--- src/rtl/core/udaf_pkg.sv ---
`default_nettype none

package udaf_pkg;

  // Field widths of the beats
  localparam int VALUE_W   = 32;
  localparam int FWIDTH_W  = 5;
  localparam int CHAR_W    = 8;
  localparam int POS_W     = 4;
  localparam int NEED_W    = 4;

  // Decimal conversion
  localparam int NUM_DIGITS = 10;
  localparam int BITCNT_W   = $clog2(VALUE_W);
  localparam logic [BITCNT_W-1:0] LAST_BIT = BITCNT_W'(VALUE_W - 1);
  localparam logic [CHAR_W-1:0]   ASCII_ZERO = 8'd48;

  // Field width limits: the width is clamped to the smaller of the two
  localparam int MAX_WIDTH    = 16;
  localparam int RESULT_LIMIT = 16;
  localparam int WIDTH_CAP_I  = (MAX_WIDTH < RESULT_LIMIT) ? MAX_WIDTH : RESULT_LIMIT;
  localparam logic [FWIDTH_W-1:0] WIDTH_CAP = FWIDTH_W'(WIDTH_CAP_I);

  // Queue between front and back
  localparam int QDEPTH  = 2;
  localparam int QPTR_W  = $clog2(QDEPTH);
  localparam int QCNT_W  = $clog2(QDEPTH + 1);

  typedef logic [NUM_DIGITS-1:0][3:0] bcd_t;

  // One converted item waiting for emission
  typedef struct packed {
    bcd_t                digits;
    logic [FWIDTH_W-1:0] len;
    logic [NEED_W-1:0]   need;
    logic                too_small;
  } q_entry_t;

  typedef enum logic [1:0] {
    FR_IDLE,
    FR_CONV,
    FR_PUSH
  } fr_state_t;

endpackage

`default_nettype wire

--- src/rtl/core/udaf_in_if.sv ---
`default_nettype none

interface udaf_in_if;
  logic                               valid;
  logic                               ready;
  logic [udaf_pkg::VALUE_W-1:0]       value;
  logic [udaf_pkg::FWIDTH_W-1:0]      field_width;
  logic                               align_left;

  modport source (output valid, value, field_width, align_left, input ready);
  modport sink   (input valid, value, field_width, align_left, output ready);
endinterface

`default_nettype wire

--- src/rtl/core/udaf_out_if.sv ---
`default_nettype none

interface udaf_out_if;
  logic                           valid;
  logic                           ready;
  logic [udaf_pkg::CHAR_W-1:0]    character;
  logic [udaf_pkg::POS_W-1:0]     position;
  logic                           char_valid;
  logic [udaf_pkg::NEED_W-1:0]    digits_needed;
  logic                           too_small;
  logic                           last;

  modport source (output valid, character, position, char_valid, digits_needed,
                  too_small, last, input ready);
  modport sink   (input valid, character, position, char_valid, digits_needed,
                  too_small, last, output ready);
endinterface

`default_nettype wire

--- src/rtl/core/udaf_front.sv ---
`default_nettype none

module udaf_front (
  input  wire logic          clk,
  input  wire logic          rst,
  udaf_in_if.sink            in_item,
  output udaf_pkg::q_entry_t push_entry,
  output logic               push_valid,
  input  wire logic          push_ready
);

  udaf_pkg::fr_state_t                 state, state_next;
  logic [udaf_pkg::VALUE_W-1:0]        shreg;
  udaf_pkg::bcd_t                      bcd;
  udaf_pkg::bcd_t                      bcd_adj;
  logic [4*udaf_pkg::NUM_DIGITS-1:0]   bcd_adj_flat;
  logic [udaf_pkg::BITCNT_W-1:0]       bitcnt;
  logic [udaf_pkg::FWIDTH_W-1:0]       width;
  logic                                align;
  logic [udaf_pkg::NEED_W-1:0]         need;
  logic                                accept;

  assign accept = in_item.valid && in_item.ready;

  // Add-3 correction on every digit ahead of the shift
  always_comb begin
    for (int k = 0; k < udaf_pkg::NUM_DIGITS; k++) begin
      bcd_adj[k] = (bcd[k] >= 4'd5) ? bcd[k] + 4'd3 : bcd[k];
    end
  end

  assign bcd_adj_flat = bcd_adj;

  // Digit count: highest nonzero digit, zero still needs one
  always_comb begin
    need = 4'd1;
    for (int k = 0; k < udaf_pkg::NUM_DIGITS; k++) begin
      if (bcd[k] != 4'd0) need = udaf_pkg::NEED_W'(k + 1);
    end
  end

  // Entry handed to the queue
  always_comb begin
    push_entry.digits    = bcd;
    push_entry.need      = need;
    push_entry.too_small = (width == '0) || ({1'b0, need} > width);
    push_entry.len       = align ? {1'b0, need} : width;
  end

  // Control
  always_comb begin
    state_next    = state;
    push_valid    = 1'b0;
    in_item.ready = 1'b0;
    unique case (state)
      udaf_pkg::FR_IDLE: begin
        in_item.ready = 1'b1;
        if (in_item.valid) state_next = udaf_pkg::FR_CONV;
      end
      udaf_pkg::FR_CONV: begin
        if (bitcnt == udaf_pkg::LAST_BIT) state_next = udaf_pkg::FR_PUSH;
      end
      udaf_pkg::FR_PUSH: begin
        push_valid    = 1'b1;
        in_item.ready = push_ready;
        if (push_ready) begin
          state_next = in_item.valid ? udaf_pkg::FR_CONV : udaf_pkg::FR_IDLE;
        end
      end
      default: state_next = udaf_pkg::FR_IDLE;
    endcase
  end

  always_ff @(posedge clk) begin
    if (rst) begin
      state <= udaf_pkg::FR_IDLE;
    end else begin
      state <= state_next;
    end
  end

  // Datapath: load on accept, one bit per cycle while converting
  always_ff @(posedge clk) begin
    if (accept) begin
      shreg  <= in_item.value;
      bcd    <= '0;
      bitcnt <= '0;
      width  <= (in_item.field_width > udaf_pkg::WIDTH_CAP) ?
                udaf_pkg::WIDTH_CAP : in_item.field_width;
      align  <= in_item.align_left;
    end else if (state == udaf_pkg::FR_CONV) begin
      bcd    <= {bcd_adj_flat[4*udaf_pkg::NUM_DIGITS-2:0], shreg[udaf_pkg::VALUE_W-1]};
      shreg  <= {shreg[udaf_pkg::VALUE_W-2:0], 1'b0};
      bitcnt <= bitcnt + 1'b1;
    end
  end

endmodule

`default_nettype wire

--- src/rtl/core/udaf_queue.sv ---
`default_nettype none

module udaf_queue (
  input  wire logic               clk,
  input  wire logic               rst,
  input  wire udaf_pkg::q_entry_t push_entry,
  input  wire logic               push_valid,
  output logic                    push_ready,
  output udaf_pkg::q_entry_t      pop_entry,
  output logic                    pop_valid,
  input  wire logic               pop_ready
);

  udaf_pkg::q_entry_t                entries [udaf_pkg::QDEPTH];
  logic [udaf_pkg::QPTR_W-1:0]       wptr;
  logic [udaf_pkg::QPTR_W-1:0]       rptr;
  logic [udaf_pkg::QCNT_W-1:0]       count;
  logic                              do_push;
  logic                              do_pop;

  assign push_ready = (count != udaf_pkg::QCNT_W'(udaf_pkg::QDEPTH));
  assign pop_valid  = (count != '0);
  assign pop_entry  = entries[rptr];
  assign do_push    = push_valid && push_ready;
  assign do_pop     = pop_valid && pop_ready;

  // Pointers and fill level
  always_ff @(posedge clk) begin
    if (rst) begin
      wptr  <= '0;
      rptr  <= '0;
      count <= '0;
    end else begin
      if (do_push) wptr <= wptr + 1'b1;
      if (do_pop)  rptr <= rptr + 1'b1;
      if (do_push && !do_pop) begin
        count <= count + 1'b1;
      end else if (do_pop && !do_push) begin
        count <= count - 1'b1;
      end
    end
  end

  // Storage
  always_ff @(posedge clk) begin
    if (do_push) entries[wptr] <= push_entry;
  end

endmodule

`default_nettype wire

--- src/rtl/core/udaf_back.sv ---
`default_nettype none

module udaf_back (
  input  wire logic               clk,
  input  wire logic               rst,
  input  wire udaf_pkg::q_entry_t entry,
  input  wire logic               entry_valid,
  output logic                    entry_done,
  udaf_out_if.source              out_item
);

  logic [udaf_pkg::POS_W-1:0]    pos;
  logic [udaf_pkg::FWIDTH_W-1:0] pos_ext;
  logic [udaf_pkg::FWIDTH_W-1:0] idx;
  logic [3:0]                    digit;
  logic                          is_last;
  logic                          take;
  logic                          ovalid;

  assign pos_ext = {1'b0, pos};
  // digit counted from the least significant end
  assign idx     = entry.len - pos_ext - 5'd1;
  assign digit   = (idx < udaf_pkg::FWIDTH_W'(udaf_pkg::NUM_DIGITS)) ?
                   entry.digits[idx[3:0]] : 4'd0;
  assign is_last = entry.too_small || (pos_ext + 5'd1 == entry.len);

  assign take       = entry_valid && (!ovalid || out_item.ready);
  assign entry_done = take && is_last;
  assign out_item.valid = ovalid;

  // Position counter and output valid
  always_ff @(posedge clk) begin
    if (rst) begin
      pos    <= '0;
      ovalid <= 1'b0;
    end else begin
      if (take) begin
        ovalid <= 1'b1;
      end else if (out_item.ready) begin
        ovalid <= 1'b0;
      end
      if (take) pos <= is_last ? '0 : pos + 1'b1;
    end
  end

  // Output beat register
  always_ff @(posedge clk) begin
    if (take) begin
      out_item.digits_needed <= entry.need;
      out_item.too_small     <= entry.too_small;
      out_item.last          <= is_last;
      if (entry.too_small) begin
        out_item.character  <= '0;
        out_item.position   <= '0;
        out_item.char_valid <= 1'b0;
      end else begin
        out_item.character  <= udaf_pkg::ASCII_ZERO + {4'd0, digit};
        out_item.position   <= pos;
        out_item.char_valid <= 1'b1;
      end
    end
  end

endmodule

`default_nettype wire

--- src/rtl/core/unsigned_decimal_ascii_formatter.sv ---
`default_nettype none

// Channel   Dir  Beat payload
// in_item   in   value[31:0], field_width[4:0], align_left
// out_item  out  character[7:0], position[3:0], char_valid, digits_needed[3:0],
//                too_small, last
//
// In the front an item passes the accept, 32 shift-and-correct steps of the
// binary to decimal converter, and a push to the queue. The back then sends
// one beat a cycle while the output is ready: the field length, or one beat
// when the field is too small. A two-entry queue lets emission overlap the
// next conversion; either side stalls only on a full queue or stalled output.
// Synchronous reset clears the control state only.

module unsigned_decimal_ascii_formatter (
  input  wire logic  clk,
  input  wire logic  rst,
  udaf_in_if.sink    in_item,
  udaf_out_if.source out_item
);

  udaf_pkg::q_entry_t push_entry;
  udaf_pkg::q_entry_t pop_entry;
  logic               push_valid;
  logic               push_ready;
  logic               pop_valid;
  logic               pop_ready;

  udaf_front u_front (
    .clk        (clk),
    .rst        (rst),
    .in_item    (in_item),
    .push_entry (push_entry),
    .push_valid (push_valid),
    .push_ready (push_ready)
  );

  udaf_queue u_queue (
    .clk        (clk),
    .rst        (rst),
    .push_entry (push_entry),
    .push_valid (push_valid),
    .push_ready (push_ready),
    .pop_entry  (pop_entry),
    .pop_valid  (pop_valid),
    .pop_ready  (pop_ready)
  );

  udaf_back u_back (
    .clk         (clk),
    .rst         (rst),
    .entry       (pop_entry),
    .entry_valid (pop_valid),
    .entry_done  (pop_ready),
    .out_item    (out_item)
  );

endmodule

`default_nettype wire

--- src/flat_wrapper.sv ---
// flat-port wrapper written by rule: the top's interface ports become plain ports
module unsigned_decimal_ascii_formatter_flat 
  (clk, rst, in_item_valid, in_item_value, in_item_field_width, in_item_align_left, in_item_ready, out_item_valid, out_item_character, out_item_position, out_item_char_valid, out_item_digits_needed, out_item_too_small, out_item_last, out_item_ready);
  udaf_in_if in_item_i ();
  udaf_out_if out_item_i ();
  input  wire logic clk;
  input  wire logic rst;
  input wire logic [$bits(in_item_i.valid)-1:0] in_item_valid;
  input wire logic [$bits(in_item_i.value)-1:0] in_item_value;
  input wire logic [$bits(in_item_i.field_width)-1:0] in_item_field_width;
  input wire logic [$bits(in_item_i.align_left)-1:0] in_item_align_left;
  output wire logic [$bits(in_item_i.ready)-1:0] in_item_ready;
  output wire logic [$bits(out_item_i.valid)-1:0] out_item_valid;
  output wire logic [$bits(out_item_i.character)-1:0] out_item_character;
  output wire logic [$bits(out_item_i.position)-1:0] out_item_position;
  output wire logic [$bits(out_item_i.char_valid)-1:0] out_item_char_valid;
  output wire logic [$bits(out_item_i.digits_needed)-1:0] out_item_digits_needed;
  output wire logic [$bits(out_item_i.too_small)-1:0] out_item_too_small;
  output wire logic [$bits(out_item_i.last)-1:0] out_item_last;
  input wire logic [$bits(out_item_i.ready)-1:0] out_item_ready;
  assign in_item_i.valid = in_item_valid;
  assign in_item_i.value = in_item_value;
  assign in_item_i.field_width = in_item_field_width;
  assign in_item_i.align_left = in_item_align_left;
  assign in_item_ready = in_item_i.ready;
  assign out_item_valid = out_item_i.valid;
  assign out_item_character = out_item_i.character;
  assign out_item_position = out_item_i.position;
  assign out_item_char_valid = out_item_i.char_valid;
  assign out_item_digits_needed = out_item_i.digits_needed;
  assign out_item_too_small = out_item_i.too_small;
  assign out_item_last = out_item_i.last;
  assign out_item_i.ready = out_item_ready;
  unsigned_decimal_ascii_formatter u_core (.clk(clk), .rst(rst), .in_item(in_item_i), .out_item(out_item_i));
endmodule
--- config.mk ---
export PLATFORM = sky130hd
export DESIGN_NAME = unsigned_decimal_ascii_formatter_flat
export DESIGN_NICKNAME = d
export VERILOG_FILES = /design/src/rtl/core/udaf_pkg.sv /design/src/rtl/core/udaf_in_if.sv /design/src/rtl/core/udaf_out_if.sv /design/src/rtl/core/udaf_front.sv /design/src/rtl/core/udaf_queue.sv /design/src/rtl/core/udaf_back.sv /design/src/rtl/core/unsigned_decimal_ascii_formatter.sv /design/src/flat_wrapper.sv
export SDC_FILE = /design/constraint.sdc
export NUM_CORES = 1
export LEC_CHECK = 0
export BUFFER_PORTS_ARGS = -buffer_cell sky130_fd_sc_hd__buf_2
export CORE_MARGIN = 1.5
export CORE_UTILIZATION = 51
export CTS_BUF_LIST = sky130_fd_sc_hd__clkbuf_8
export CTS_CLUSTER_SIZE = 12
export DETAILED_ROUTE_END_ITERATION = 7
export PLACE_DENSITY_LB_ADDON = 0.08
export SYNTH_ARGS = -nofsm -noshare
export SYNTH_HDL_FRONTEND = slang
export SYNTH_SLANG_ARGS = --single-unit
--- constraint.sdc ---
create_clock -name clk -period 8.4 [get_ports clk]
set_input_delay 0.42 -clock clk [delete_from_list [all_inputs] [get_ports clk]]
set_output_delay 0.42 -clock clk [all_outputs]
set_load 0.1 [all_outputs]
# Yosys cells after proc, flatten, opt, wreduce, memory -nomap -nowiden
# Memories as Yosys holds them, arrays and structs flattened. A register that Yosys moved wholly into a read port is not among the register bits.
# Cells that the tools add are included.
[word_totals] mem_bits_rw=100 elab_cells=140 out_inout_bits=21 reg_bits=113 in_bits=42 memories=1
[op_classes] addsub=20 order_cmp=14 eq_ne=8 n_mux=42 n_reduce_logical=29
[mem_list] name="u_core.u_queue.entries" depth=2 width=50 read_ports=1 rd_clocked_by_memory_dff=1 wr=1 line_no="udaf_queue.sv:14" rtl="udaf_pkg::q_entry_t entries [udaf_pkg::QDEPTH];"
[ops] operator="4-bit two-way mux" n=20
[ops] operator="32-bit two-way mux" n=2
[ops] operator="4-bit by 3-bit >= comparator with 1-bit output, second input constant" n=10
[ops] operator="4-bit by 2-bit adder with 4-bit output, second input constant" n=9
[ops] operator="4-bit nonzero test" n=9
[ops] operator="4-bit binary-select mux with 4-bit select" n=1
[ops] operator="2-bit two-way mux" n=6
[ops] operator="1-bit two-way mux" n=9
[ops] operator="2-bit != test, second input constant" n=4
[ops] operator="2-bit nonzero test" n=4
[ops] operator="6-bit by 4-bit adder with 7-bit output, first input constant" n=1
[ops] operator="1-bit logical AND" n=7
[ops] operator="2-bit case mux with 3 select lines" n=1
[ops] operator="4-bit by 1-bit adder with 5-bit output, second input constant" n=1
[ops] operator="5-bit by 1-bit adder with 5-bit output, second input constant" n=1
[ops] operator="5-bit equality test" n=1
[ops] operator="5-bit equality test, second input constant" n=1
[ops] operator="4-bit by 5-bit > comparator with 1-bit output" n=1
[ops] operator="5-bit > comparator, second input constant" n=1
[ops] operator="5-bit zero test" n=1
[ops] operator="4-bit by 5-bit less-than comparator with 1-bit output, second input constant" n=1
[ops] operator="5-bit by 4-bit less-than comparator with 1-bit output, second input constant" n=1
[ops] operator="5-bit two-way mux" n=1
[ops] operator="5-bit by 1-bit subtractor with 5-bit output, second input constant" n=1
[ops] operator="14 further kinds" n=19

# Logic depth before layout (Yosys ltp)
[depth] depth_word=12 mapped_depth=13 depth_no_buf=13

# By module
# From an unflattened synthesis, not the netlist that was laid out.
[hier_totals] cells_unflattened=710 area_unflattened_um2=9494.1
[by_module_without_submodules] module="udaf_front" cells_per_inst=421 n_inst=1 area_each_um2=4347.9 seq_area_each_um2=2082.0
[by_module_without_submodules] module="udaf_queue" cells_per_inst=180 n_inst=1 area_each_um2=3817.4 seq_area_each_um2=3103.0
[by_module_without_submodules] module="udaf_back" cells_per_inst=109 n_inst=1 area_each_um2=1328.8 seq_area_each_um2=580.6

# Worst setup path after synthesis
# OpenSTA, ideal clock, no wires.
[synth_path] kind="flip-flop to flip-flop" from="reg u_core.u_queue.count[0] (netlist bit)" to="mem u_core.u_queue.entries[0][0] (netlist bit) (enable)" setup_ps=464 path_slack_ps=4782 path_buffers=0 required_ps=7936 synth_period_minus_slack_ps=3618 stages_incl_launch_ff=4 arrival_time_ps=3154 cell_sequence="dfxtp_1 > nor2b_1 > nor3b_1 > nor2b_1"
[synth_between] elab_chain_cells=4
[synth_rtl] element="start, declared" line_no="udaf_queue.sv:17" rtl="logic [udaf_pkg::QCNT_W-1:0] count;"
[synth_rtl] element="start signal, assigned" line_no="udaf_queue.sv:37" rtl="count <= count + 1'b1;"
[synth_rtl] element="start signal, assigned" line_no="udaf_queue.sv:39" rtl="count <= count - 1'b1;"
[synth_rtl] element="2-bit != test" line_no="udaf_queue.sv:21" rtl="assign push_ready = (count != udaf_pkg::QCNT_W'(udaf_pkg::QDEPTH));"
[synth_rtl] element="1-bit logical AND" line_no="udaf_queue.sv:24" rtl="assign do_push = push_valid && push_ready;"
[synth_rtl] element="named net u_core.u_queue.do_push" line_no="udaf_queue.sv:18" rtl="logic do_push;"
[synth_rtl] element="1-bit two-way mux" line_no="udaf_queue.sv:46" rtl="if (do_push) entries[wptr] <= push_entry;"
[synth_rtl] element="1-bit two-way mux (implied by the code)" line_no="udaf_queue.sv:46"
[synth_rtl] element="end, declared" line_no="udaf_queue.sv:14"
# The timed path passes the listed nets, and every way through them passes these cells.

==> impl_metrics.ini <==
[worst_setup_path]
critical_path_class = flop to flop
path_buf_inv = 2
r2r_end = u_core.u_queue.count[1]$_SDFFE_PP0P_
reg2reg_depth = 9
crit_slowest_cell = ha_1
critPathTopFamily = adder cells
required_ps = 8850
critPathMaxStageDelay_ps = 690
cp_max_fo = 30
crit_chain = buf_4, mux2_2, ha_1, or3_1, o31ai_4, inv_1, ha_1, or3_1, a21oi_1
rrSetupSlack_ps = 4760
startpoint_type = flop
cp-end-kind = flop
cp.arrival_ps = 4090

[worst_hold_path]
hp-start = in_item_align_left
hold_path_depth = 1
worstHoldPathType = input pin to flop
worstHoldEndpoint = u_core.u_front.align$_DFFE_PP_

[drt]
wl_per_cell_um = 17.11
dr.first_iter.drc_count = 288
drtPass1Iterations = 5
drc = 0
avgViaCountPerCell = 5.502
num_vias = 5728
ant_nets = 0
routed_wl_mm = 17.81

[run]
maxCapViolCount = 0

[final_layout]
syn_to_final_growth_pct = 12.47
finalNonFillerCells = 1041
layout.nets = 863
final_util = 0.5864
antenna_cells = 0
drive_gt1_frac = 0.2315
final_cell_area_um2 = 10570

[power_and_ir_drop]
switching_share = 0.3580
power_frac_seq = 0.416
internal_power_w = 0.002040
p_per_area_nw_per_um2 = 300.7
power_frac_comb = 0.322
p_leak_nw = 3.836
switching_power_w = 0.001138
pwr-share-clk = 0.262
vdd_drop_max_uv = 292.4

[global_route]
grt_max_degree = 85
gr-usage-all-layers = 0.1865
grt_pass1_vias = 5777
grt_pass1_wl_mm = 28.84
antenna_found_initial = 0
gr-total-overflow = 0

[clock_network]
cts_root_buf = clkbuf_8
cts_made_buffers = 35
cts_resized = 0
postCtsSetupRepairBufs = 0
path_clk_slew_ps = 60
clk_latency_ps = 530
htree_levels = 2
clockBufferDepth = 3
cts_tree = done
cts_hold_buf = 0
cts_sinks = 211

[timing]
rsz0062_at_grt = no
fmax_mhz = 274.9
worstMarginPinSlew_ps = 1035
fin_crit_sh = 0.4330
hold_viol_final = 0
hold_ws_ps = 75.93
finalClockSkew_ps = 26.60
setup-tns-final_ps = 0
relSlewSlack = 0.3099
period_needed_ps = 3637
drv_slew = 0
setup_viol = 0

[logic_synthesis]
synthArstFlopShare = 0
syn_inst = 712
post_synth_num_cell_types = 51
synth_edf_count = 154
synthFlopType = edfxtp_1
synth_area_um2 = 9398
avgSynthCellArea_um2 = 13.20
synth_seq_cells = 211
yosys_warnings = 0
yosysSeqAreaShare = 0.6135

[floorplan]
die_height_um = 138.7
initial_utilization = 0.5214
die_w_um = 138.7
dieArea_um2 = 19250
core_um2 = 18020
io_pins = 63
rows = 49

[place]
portBuffers = 60
dp_hpwl_mm = 11.55
place_area_um2 = 9920
placed_cells = 978
place_congestion = 0.7586

[status]
status = complete, no violations
-- cell families (layout without fill, tap and decap cells) --
group           after synthesis  in the layout  synth area share
mux                          76             76            0.1146
buf+inv                      65            164           0.02902
simple gates                171            171           0.09240
compound gates              131            131           0.08068
fa+ha+maj                    35             35           0.04740
flops                       211            211            0.6135
xor+xnor                     22             22           0.02197
other cells                   1              2         0.0003990
-- sequential cells by signal, summed over array words and instances, names as in the netlist, 2 cells and up, named ones only --
register	count
u_core.u_front.width	5
u_core.u_front.bitcnt	5
u_core.u_back.pos	4
u_core.u_front.push_entry	40
u_core.u_back.out_item.position	4
u_core.u_queue.entries	100
u_core.u_back.out_item.digits_needed	4
u_core.u_back.out_item.character	5
u_core.u_front.state	2
u_core.u_front.shreg	32
u_core.u_queue.count	2
-- how the worst max path moves through the flow --
| stage | start | end | slack, ps | cells past startpoint |
|---|---|---|---|---|
| after floorplan | u_core.u_queue.count[0]$_SDFFE_PP0P_ | u_core.u_queue.entries[0][0]$_DFFE_PP_ | 4780 | 3 |
| after global placement | flop | u_core.u_queue.count[1]$_SDFFE_PP0P_ | 4730 | 9 |
| after detailed placement | flop | u_core.u_queue.count[1]$_SDFFE_PP0P_ | 4730 | 9 |
| after CTS | flop | u_core.u_queue.count[1]$_SDFFE_PP0P_ | 4710 | 9 |
| after global routing | flop | u_core.u_queue.count[1]$_SDFFE_PP0P_ | 4550 | 9 |
| final | flop | u_core.u_queue.count[1]$_SDFFE_PP0P_ | 4760 | 9 |
-- layout make-up --
cell class,instances,area (um2)
tap,229,286.5
sequential,211,5767
clock inverter,26,141.4
inverter,34,127.6
multi-input combinational,437,3386
timing repair buffer,67,352.8
clock buffer,37,509.2
fill,1456,7455
-- cells in the mapped netlist, types with 14 or more instances --
| master | instances | area, um2 |
|---|---|---|
| o22ai_1 | 30 | 187.7 |
| dfxtp_1 | 57 | 1141 |
| mux4_2 | 20 | 450.4 |
| ha_1 | 34 | 425.4 |
| nand2_1 | 47 | 176.4 |
| edfxtp_1 | 154 | 4624 |
| mux2i_1 | 14 | 140.1 |
| inv_1 | 33 | 123.9 |
| o21ai_0 | 34 | 170.2 |
| xnor2_1 | 15 | 131.4 |
| nand2b_1 | 16 | 100.1 |
| mux2_2 | 38 | 427.9 |
| clkbuf_1 | 19 | 71.32 |
| nor2_1 | 41 | 153.9 |
| nor3b_1 | 15 | 112.6 |
| a21oi_1 | 54 | 270.3 |
-- worst reg2reg max path: stages, from the launching register on --
cell     delay (ps)
dfxtp_2         310
buf_4           450
mux2_2          430
ha_1            690
or3_1           590
o31ai_4         240
inv_1            70
ha_1            320
or3_1           350
a21oi_1         140
-- placed cells by master (no fill, tap or decap), drive strengths merged, types with 6 or more instances in the layout --
cell,synthesis,routed
edfxtp,154,154
buf,12,67
dfxtp,57,57
a21oi,54,54
nand2,47,47
inv,33,44
nor2,41,41
mux2,40,40
clkbuf,19,37
o21ai,34,34
ha,34,34
o22ai,30,30
mux4,20,20
nand2b,16,16
mux2i,16,16
xnor2,15,15
nor3b,15,15
clkinv,1,14
nand3,13,13
nor2b,11,11
xor2,6,6
-- power groups by stage --
stage,combinational (W),clock [W],sequential [W]
6_report,0.00102,0.000834,0.00132
5_1_grt,0.00110,0.000896,0.00133
4_1_cts,0.00103,0.000857,0.00132
3_5_place_dp,0.00102,0,0.00134
3_3_place_gp,0.00101,0,0.00134
2_1_floorplan,0.000577,0,0.00158
-- metal layers --
metal  GRT usage  wire (um)  share of wire  vias to the layer above
li1            -          -              -                     2787
met3     0.03142        861          0.048                       31
met4     0.06524        337          0.019                        0
met2      0.3265       8971           0.50                      149
met1      0.2357       7639           0.43                     2761
met5           0          0              0                        -
-- stage by stage --
| step | worst slack [ps] | power [W] |
|---|---|---|
| finish | 4763 | 0.003178 |
| global placement | 4734 | 0.002349 |
| global route | 4548 | 0.003329 |
| floorplan | 4782 | 0.002160 |
| detailed placement | 4725 | 0.002366 |
| CTS | 4707 | 0.003206 |
No activity file was read; power rests on OpenSTA's default activity.
